--- config.mk ---
export PLATFORM = sky130hd
export DESIGN_NAME = pid_position_controller
export DESIGN_NICKNAME = d
export VERILOG_FILES = /design/src/pidpc_pkg.sv /design/src/pid_position_controller.sv
export SDC_FILE = /design/constraint.sdc
export NUM_CORES = 2
export LEC_CHECK = 0
export ABC_CLOCK_PERIOD_IN_PS = 11100
export BUFFER_PORTS_ARGS = -buffer_cell sky130_fd_sc_hd__buf_2
export CAP_MARGIN = 20
export CORE_MARGIN = 10
export CORE_UTILIZATION = 55
export CTS_CLUSTER_SIZE = 20
export DETAILED_ROUTE_END_ITERATION = 7
export GPL_TIMING_DRIVEN = 0
export PLACE_DENSITY = 0.71
export SYNTH_ARGS = -nofsm -noshare
export SYNTH_HDL_FRONTEND = slang
export SYNTH_SLANG_ARGS = --single-unit
--- constraint.sdc ---
create_clock -name clk -period 11.1 [get_ports clk]
set_input_delay 1.11 -clock clk [delete_from_list [all_inputs] [get_ports clk]]
set_output_delay 1.11 -clock clk [all_outputs]
set_load 0.01 [all_outputs]
--- src/pidpc_pkg.sv ---
// ----------------------------------------------------------------------------
// pidpc_pkg
// Types and constants shared by the PID position controller.
// ----------------------------------------------------------------------------
package pidpc_pkg;

  // Configuration register map
  localparam int CfgIdxW = 3;
  localparam logic [CfgIdxW-1:0] CfgGainP     = 3'd0;
  localparam logic [CfgIdxW-1:0] CfgGainI     = 3'd1;
  localparam logic [CfgIdxW-1:0] CfgGainD     = 3'd2;
  localparam logic [CfgIdxW-1:0] CfgIntWindow = 3'd3;
  localparam logic [CfgIdxW-1:0] CfgDriveHigh = 3'd4;
  localparam logic [CfgIdxW-1:0] CfgDriveLow  = 3'd5;
  localparam logic [CfgIdxW-1:0] CfgSettle    = 3'd6;

  localparam int CfgDataW = 16;

  // Register reset values (gains in Q8.8)
  localparam logic signed [15:0] GainPReset     = 16'sd151;
  localparam logic signed [15:0] GainIReset     = 16'sd23;
  localparam logic signed [15:0] GainDReset     = 16'sd0;
  localparam logic [15:0]        IntWindowReset = 16'd50;
  localparam logic [6:0]         DriveHighReset = 7'd127;
  localparam logic signed [7:0]  DriveLowReset  = -8'sd127;
  localparam logic [15:0]        SettleReset    = 16'd15;

  // One control tick
  typedef struct packed {
    logic               enable;
    logic signed [15:0] target;
    logic signed [15:0] sensor;
  } tick_t;

  // One drive result
  typedef struct packed {
    logic signed [7:0] drive;
    logic              moving;
  } result_t;

endpackage

--- src/pid_position_controller.sv ---
// ----------------------------------------------------------------------------
// pid_position_controller
// PID position loop with an integral window, saturating integral and a
// clamped 8-bit drive output.
// ----------------------------------------------------------------------------
//
//  channel  | signals                          | direction | payload
//  ---------+----------------------------------+-----------+-----------------
//  tick     | tick_valid, tick_stall, tick     | request   | enable/target/sensor
//  result   | result_valid, result_stall, result | response | drive/moving
//  cfg      | cfg_we, cfg_index, cfg_data      | write     | 7 registers
//
//  A tick passes the input register, error/integral stage, multiplier
//  stage and sum/clamp result register. One tick is accepted every cycle
//  while tick_stall is low; the loop state (error_sum, previous_error,
//  moving_flag) updates once per tick, as the tick leaves stage 0.
//  Synchronous active-high reset clears the pipeline, error_sum and
//  previous_error, sets moving_flag and loads the register defaults.
//  A stalled result holds; tick_stall rises only once all stages are full.
// ----------------------------------------------------------------------------
module pid_position_controller (
  input  logic                                  clk,
  input  logic                                  rst,
  // tick requests
  input  logic                                  tick_valid,
  output logic                                  tick_stall,
  input  pidpc_pkg::tick_t                      tick,
  // results
  output logic                                  result_valid,
  input  logic                                  result_stall,
  output pidpc_pkg::result_t                    result,
  // configuration
  input  logic                                  cfg_we,
  input  logic [pidpc_pkg::CfgIdxW-1:0]         cfg_index,
  input  logic [pidpc_pkg::CfgDataW-1:0]        cfg_data
);

  // --------------------------------------------------------------------------
  // Configuration registers
  // --------------------------------------------------------------------------
  logic signed [15:0] gain_p;
  logic signed [15:0] gain_i;
  logic signed [15:0] gain_d;
  logic [15:0]        integral_window;
  logic [6:0]         drive_high;
  logic signed [7:0]  drive_low;
  logic [15:0]        settle_band;

  always_ff @(posedge clk) begin
    if (rst) begin
      gain_p          <= pidpc_pkg::GainPReset;
      gain_i          <= pidpc_pkg::GainIReset;
      gain_d          <= pidpc_pkg::GainDReset;
      integral_window <= pidpc_pkg::IntWindowReset;
      drive_high      <= pidpc_pkg::DriveHighReset;
      drive_low       <= pidpc_pkg::DriveLowReset;
      settle_band     <= pidpc_pkg::SettleReset;
    end else if (cfg_we) begin
      case (cfg_index)
        pidpc_pkg::CfgGainP:     gain_p          <= cfg_data;
        pidpc_pkg::CfgGainI:     gain_i          <= cfg_data;
        pidpc_pkg::CfgGainD:     gain_d          <= cfg_data;
        pidpc_pkg::CfgIntWindow: integral_window <= cfg_data;
        pidpc_pkg::CfgDriveHigh: drive_high      <= cfg_data[6:0];
        pidpc_pkg::CfgDriveLow:  drive_low       <= cfg_data[7:0];
        pidpc_pkg::CfgSettle:    settle_band     <= cfg_data;
        default: ;
      endcase
    end
  end

  // --------------------------------------------------------------------------
  // Pipeline flow control
  // --------------------------------------------------------------------------
  logic v0, v1, v2;
  logic rdy0, rdy1, rdy2, rdy_out;

  assign rdy_out    = !result_valid || !result_stall;
  assign rdy2       = !v2 || rdy_out;
  assign rdy1       = !v1 || rdy2;
  assign rdy0       = !v0 || rdy1;
  assign tick_stall = !rdy0;

  logic xfer0;  // stage 0 moves into stage 1, loop state updates
  assign xfer0 = v0 && rdy1;

  // --------------------------------------------------------------------------
  // Stage 0: input register
  // --------------------------------------------------------------------------
  pidpc_pkg::tick_t in_reg;

  always_ff @(posedge clk) begin
    if (rst) begin
      v0 <= 1'b0;
    end else if (rdy0) begin
      v0 <= tick_valid;
    end
  end

  always_ff @(posedge clk) begin
    if (rdy0 && tick_valid) begin
      in_reg <= tick;
    end
  end

  // --------------------------------------------------------------------------
  // Stage 1 logic: error, window test, saturating integral, derivative
  // --------------------------------------------------------------------------
  logic signed [16:0] previous_error;
  logic signed [31:0] error_sum;
  logic               moving_flag;

  logic signed [16:0] err;
  logic [16:0]        amag;
  logic signed [32:0] sum_wide;
  logic signed [31:0] sum_sat;
  logic               integrate;
  logic signed [31:0] error_sum_next;
  logic signed [17:0] deriv;
  logic               moving_next;

  always_comb begin
    // encoder counts reversed, so error is the sum
    err  = 17'(in_reg.target) + 17'(in_reg.sensor);
    amag = err[16] ? (~err + 17'd1) : err;

    sum_wide = 33'(error_sum) + 33'(err);
    if (sum_wide[32] != sum_wide[31]) begin
      sum_sat = sum_wide[32] ? 32'sh8000_0000 : 32'sh7FFF_FFFF;
    end else begin
      sum_sat = sum_wide[31:0];
    end

    integrate      = (gain_i != 16'sd0) && (amag < {1'b0, integral_window});
    error_sum_next = (in_reg.enable && integrate) ? sum_sat : 32'sd0;

    deriv       = 18'(err) - 18'(previous_error);
    moving_next = in_reg.enable ? (amag >= {1'b0, settle_band}) : moving_flag;
  end

  // loop state
  always_ff @(posedge clk) begin
    if (rst) begin
      previous_error <= 17'sd0;
      error_sum      <= 32'sd0;
      moving_flag    <= 1'b1;
    end else if (xfer0) begin
      previous_error <= in_reg.enable ? err : 17'sd0;
      error_sum      <= error_sum_next;
      moving_flag    <= moving_next;
    end
  end

  // stage 1 registers
  logic               s1_enable;
  logic               s1_moving;
  logic signed [16:0] s1_err;
  logic signed [31:0] s1_sum;
  logic signed [17:0] s1_deriv;

  always_ff @(posedge clk) begin
    if (rst) begin
      v1 <= 1'b0;
    end else if (rdy1) begin
      v1 <= v0;
    end
  end

  always_ff @(posedge clk) begin
    if (xfer0) begin
      s1_enable <= in_reg.enable;
      s1_moving <= moving_next;
      s1_err    <= err;
      s1_sum    <= error_sum_next;
      s1_deriv  <= deriv;
    end
  end

  // --------------------------------------------------------------------------
  // Stage 2: gain products
  // --------------------------------------------------------------------------
  logic               s2_enable;
  logic               s2_moving;
  logic signed [32:0] prod_p;
  logic signed [47:0] prod_i;
  logic signed [33:0] prod_d;

  always_ff @(posedge clk) begin
    if (rst) begin
      v2 <= 1'b0;
    end else if (rdy2) begin
      v2 <= v1;
    end
  end

  always_ff @(posedge clk) begin
    if (v1 && rdy2) begin
      s2_enable <= s1_enable;
      s2_moving <= s1_moving;
      prod_p    <= 33'(gain_p) * 33'(s1_err);
      prod_i    <= 48'(gain_i) * 48'(s1_sum);
      prod_d    <= 34'(gain_d) * 34'(s1_deriv);
    end
  end

  // --------------------------------------------------------------------------
  // Stage 3: sum, truncate toward zero, clamp
  // --------------------------------------------------------------------------
  logic signed [49:0] acc;
  logic signed [41:0] q_floor;
  logic signed [41:0] q_trunc;
  logic signed [41:0] q_hi;
  logic signed [41:0] q_clamp;
  logic signed [41:0] lim_hi;
  logic signed [41:0] lim_lo;
  logic signed [7:0]  drive_next;

  always_comb begin
    acc     = 50'(prod_p) + 50'(prod_i) + 50'(prod_d);
    q_floor = 42'(acc >>> 8);
    // negative with a fraction: floor is one below truncation
    q_trunc = q_floor + 42'((acc[49] && (acc[7:0] != 8'd0)) ? 1 : 0);

    lim_hi = 42'($signed({1'b0, drive_high}));
    lim_lo = 42'(drive_low);
    // upper clamp first, lower clamp wins when the limits cross
    q_hi    = (q_trunc > lim_hi) ? lim_hi : q_trunc;
    q_clamp = (q_hi < lim_lo) ? lim_lo : q_hi;

    drive_next = s2_enable ? q_clamp[7:0] : 8'sd0;
  end

  always_ff @(posedge clk) begin
    if (rst) begin
      result_valid <= 1'b0;
    end else if (rdy_out) begin
      result_valid <= v2;
    end
  end

  always_ff @(posedge clk) begin
    if (v2 && rdy_out) begin
      result.drive  <= drive_next;
      result.moving <= s2_moving;
    end
  end

  // --------------------------------------------------------------------------
  // Assertions
  // --------------------------------------------------------------------------
  // disabled tick clears the loop state
  assert property (@(posedge clk) disable iff (rst)
    (xfer0 && !in_reg.enable) |=> (error_sum == 32'sd0 && previous_error == 17'sd0))
    else $error("disabled tick did not clear loop state");

  // disabled tick holds the moving flag
  assert property (@(posedge clk) disable iff (rst)
    (xfer0 && !in_reg.enable) |=> (moving_flag == $past(moving_flag)))
    else $error("moving flag changed on disabled tick");

  // zero integral gain keeps the integral cleared
  assert property (@(posedge clk) disable iff (rst)
    (xfer0 && gain_i == 16'sd0) |=> (error_sum == 32'sd0))
    else $error("integral accumulated with zero gain");

  // loop state only moves when a tick leaves stage 0
  assert property (@(posedge clk) disable iff (rst)
    !xfer0 |=> ($stable(error_sum) && $stable(previous_error)))
    else $error("loop state changed without a tick");

  // a full, stalled pipeline must back-pressure the tick channel
  assert property (@(posedge clk) disable iff (rst)
    (v0 && v1 && v2 && result_valid && result_stall) |-> tick_stall)
    else $error("tick accepted into a full pipeline");

endmodule

==> run_results.csv <==
group,metric,value,unit
global_route,antenna_found_initial,13,
finish,nets,8325,
min_path,min_delay_path_depth,0,
power,ir_drop,0.000272,V
critical_path,reg2reg_depth,52,
routing,wl,173,mm
routing,via_per_inst,5.62,
clock_tree,cts_root_buffer,"clkbuf_16",
synthesis,syn-instance-count,6544,
floorplanning,pin_count,68,
critical_path,crit_fanout,7,
place,dp_slack,-0.912,ns
timing,finalCriticalPeriod,10.35,ns
timing,period_share,0.932,
finish,drive_above_1_share,0.0416,
routing,drt-pass1-iter-count,6,
synthesis,synth_edf_count,228,
timing,final-hold-violation-count,0,
power,total_power,16.7,mW
finish,seq_area,0.00983,sq mm
synthesis,synth_common_cells,"1250 x inv_1, 1104 x fa_1, 930 x nand2_1",
critical_path,cpPeakStageDelay,0.49,ns
critical_path,regToRegSetupSlack,0.75,ns
clock_tree,clk_latency,0.64,ns
run_status,outcome,"complete, no violations",
timing,setup_viol,0,
finish,syn_to_final_growth,7.07,%
synthesis,yosysMostFrequentCell,"inv_1",
clock_tree,clock_path_buffers,3,
timing,drv_slew,0,
global_route,grt_max_degree,75,
place,hpwlAfterDp,143,mm
power,p_leak,27.8,nW
synthesis,synth.largest_area_cell,"fa_1",
synthesis,yosys_warnings,0,
min_path,worstHoldPathType,"flip-flop to flip-flop",
critical_path,crit_type,"flip-flop to flip-flop",
finish,top_register,"prod_i",
synthesis,async_flop_share,0,
synthesis,ys_seq_area_frac,0.161,
critical_path,cp-start-kind,"flip-flop",
critical_path,r2r-end,"result[6]",
timing,relSlewSlack,0.191,
synthesis,synth_flop_cell,"edfxtp_1",
floorplanning,die_w,353,um
finish,fin_util,0.592,
floorplanning,fp.dieH,353,um
timing,grt_setup_unrepaired,"false",
synthesis,yosysTopAreaCellShare,0.362,
critical_path,slowest_stage,"fa_1",
finish,fillers,9513,
finish,largest_reg_flops,48,
global_route,grt_pass1_vias,47776,
critical_path,arrival,10.80,ns
floorplanning,coreArea,0.110,sq mm
timing,fmax,96.6,MHz
routing,drc,0,
clock_tree,cts.sinks,377,
routing,ant_nets,0,
synthesis,synth_fp_nets,8184,
timing,skew,0.0204,ns
clock_tree,cts_max_level,2,
routing,drtIter0Drc,3876,
floorplanning,start_util,0.553,
clock_tree,hold_buffers,0,
global_route,track_usage,0.280,
synthesis,synthTopCellsByArea,"fa_1 36%, edfxtp_1 11%, ha_1 9.8%",
power,p_per_area,256,mW/mm^2
critical_path,reg2reg_from,"prod_p[1]",
place,io_buffers,67,
timing,worst_pin_slew,1.20,ns
finish,largestRegisters,"prod_i x48, prod_d x34",
routing,wl_per_cell,21.1,um
timing,setup_ws,0.751,ns
flow_run,maxCapViolCount,0,
synthesis,synth.distinct_cells,97,
min_path,hold_start,"s1_moving",
global_route,overflow,0,
critical_path,cp-end-kind,"flip-flop",
global_route,grt_pass1_wl,273,mm
synthesis,netlist_area,0.0610,sq mm
critical_path,worstPathRequired,11.56,ns
clock_tree,cts_tree,"built",
routing,dr_total_vias,46194,
floorplanning,die_area,0.125,sq mm
clock_tree,path_clk_slew,0.06,ns
clock_tree,cts-buffers-inserted,46,
floorplanning,fp-row-count,122,
synthesis,synth_area_per_cell,9.32,sq um
min_path,hold_end,"s2_moving",
place,gp_congestion,0.991,
finish,multi_input_area,0.0457,sq mm
synthesis,ys_ff_latch,377,
[worst max-delay path, delay by kind of cell, from the launching register on]
| family | cells | cell delay, ns |
|---|---|---|
| buffers and inverters | 3 | 0.55 |
| adders and majority gates | 7 | 2.19 |
| AOI/OAI and AO/OA | 23 | 3.96 |
| muxes | 2 | 0.67 |
| and+or+nand+nor | 15 | 1.99 |
| xor gates and xnor gates | 2 | 0.39 |
| DFF | 1 | 0.42 |
[where the power goes]
part / leakage [nW] / switching, mW / internal [mW]
logic: 23.7 / 7.93 / 4.91
clock network: 0.771 / 0.683 / 0.917
registers: 3.34 / 0.264 / 2.02
total: 27.8 / 8.88 / 7.85
[per-layer routing]
metal,part of all wire,up-vias,track usage
met5,0.00024,-,0
met4,0.039,8,0.0908
li1,-,20743,-
met1,0.41,23214,0.382
met3,0.091,345,0.0475
met2,0.46,1884,0.453
[final cells by class]
type	count	area share
antenna	3	0.000115
buffer	250	0.0152
clock buffer	55	0.0193
clock inverter	31	0.00517
inverter	1252	0.0720
multi-input combinational	4665	0.700
sequential	377	0.151
tap	1488	0.0285
timing repair buffer	93	0.00952
[cell usage in the layout (no fill, tap or decap), types with 34 or more instances in the layout]
cell	Yosys	layout
nor3_1	58	58
nand4_1	44	44
fa_1	1104	1103
xor2_1	73	73
a21o_1	77	77
o21ai_0	126	123
nand2b_1	95	95
edfxtp_1	228	228
clkbuf_1	222	225
nand3_1	65	65
nor2_1	214	213
dfxtp_1	149	149
a21oi_1	283	280
ha_1	479	478
buf_2	10	78
inv_1	1250	1249
clkbuf_16	0	48
xnor2_1	176	175
nor2b_1	35	34
nand2_1	930	930
and2_1	441	440
[worst max path at each step]
| stage | from | end | slack, ns | cells past startpoint |
|---|---|---|---|---|
| floorplan | prod_p[32] | result[2] | 1.84 | 49 |
| global placement | prod_p[32] | result[6] | -0.96 | 50 |
| detailed placement | prod_p[26] | result[6] | -0.91 | 52 |
| CTS | prod_p[1] | result[2] | 0.10 | 53 |
| global route | prod_p[1] | result[2] | 0.03 | 53 |
| finish | prod_p[1] | result[6] | 0.75 | 52 |
[cells by family after synthesis]
logic type | Yosys count | share of synthesized area
flip-flops | 377 | 0.161
AND/OR/NAND/NOR | 2029 | 0.162
adder cells (fa/ha/maj) | 1583 | 0.461
buffers and inverters | 1502 | 0.0933
multiplexers | 23 | 0.00394
AO/OA/AOI/OAI | 777 | 0.0817
XOR/XNOR | 253 | 0.0372
[metrics by stage]
step	hold WS, ns	std cells	cell area [sq um]	setup TNS, ns
floorplan	0.400	6544	61000	0
global placement	0.407	8099	63200	-7.38
detailed placement	0.410	8114	63400	-6.69
CTS	0.424	8204	65100	0
global route	0.426	8212	65300	0
finish	0.424	8214	65300	0
[repair_timing]
| action | 4_1_cts | 5_1_grt |
|---|---|---|
| buffers inserted | 4 | 5 |
| pin swaps | 2 | 7 |
| resized for setup | 10 | 32 |
| endpoints found under the setup margin | 8 | 8 |
Power figures use the tool's default switching activity.
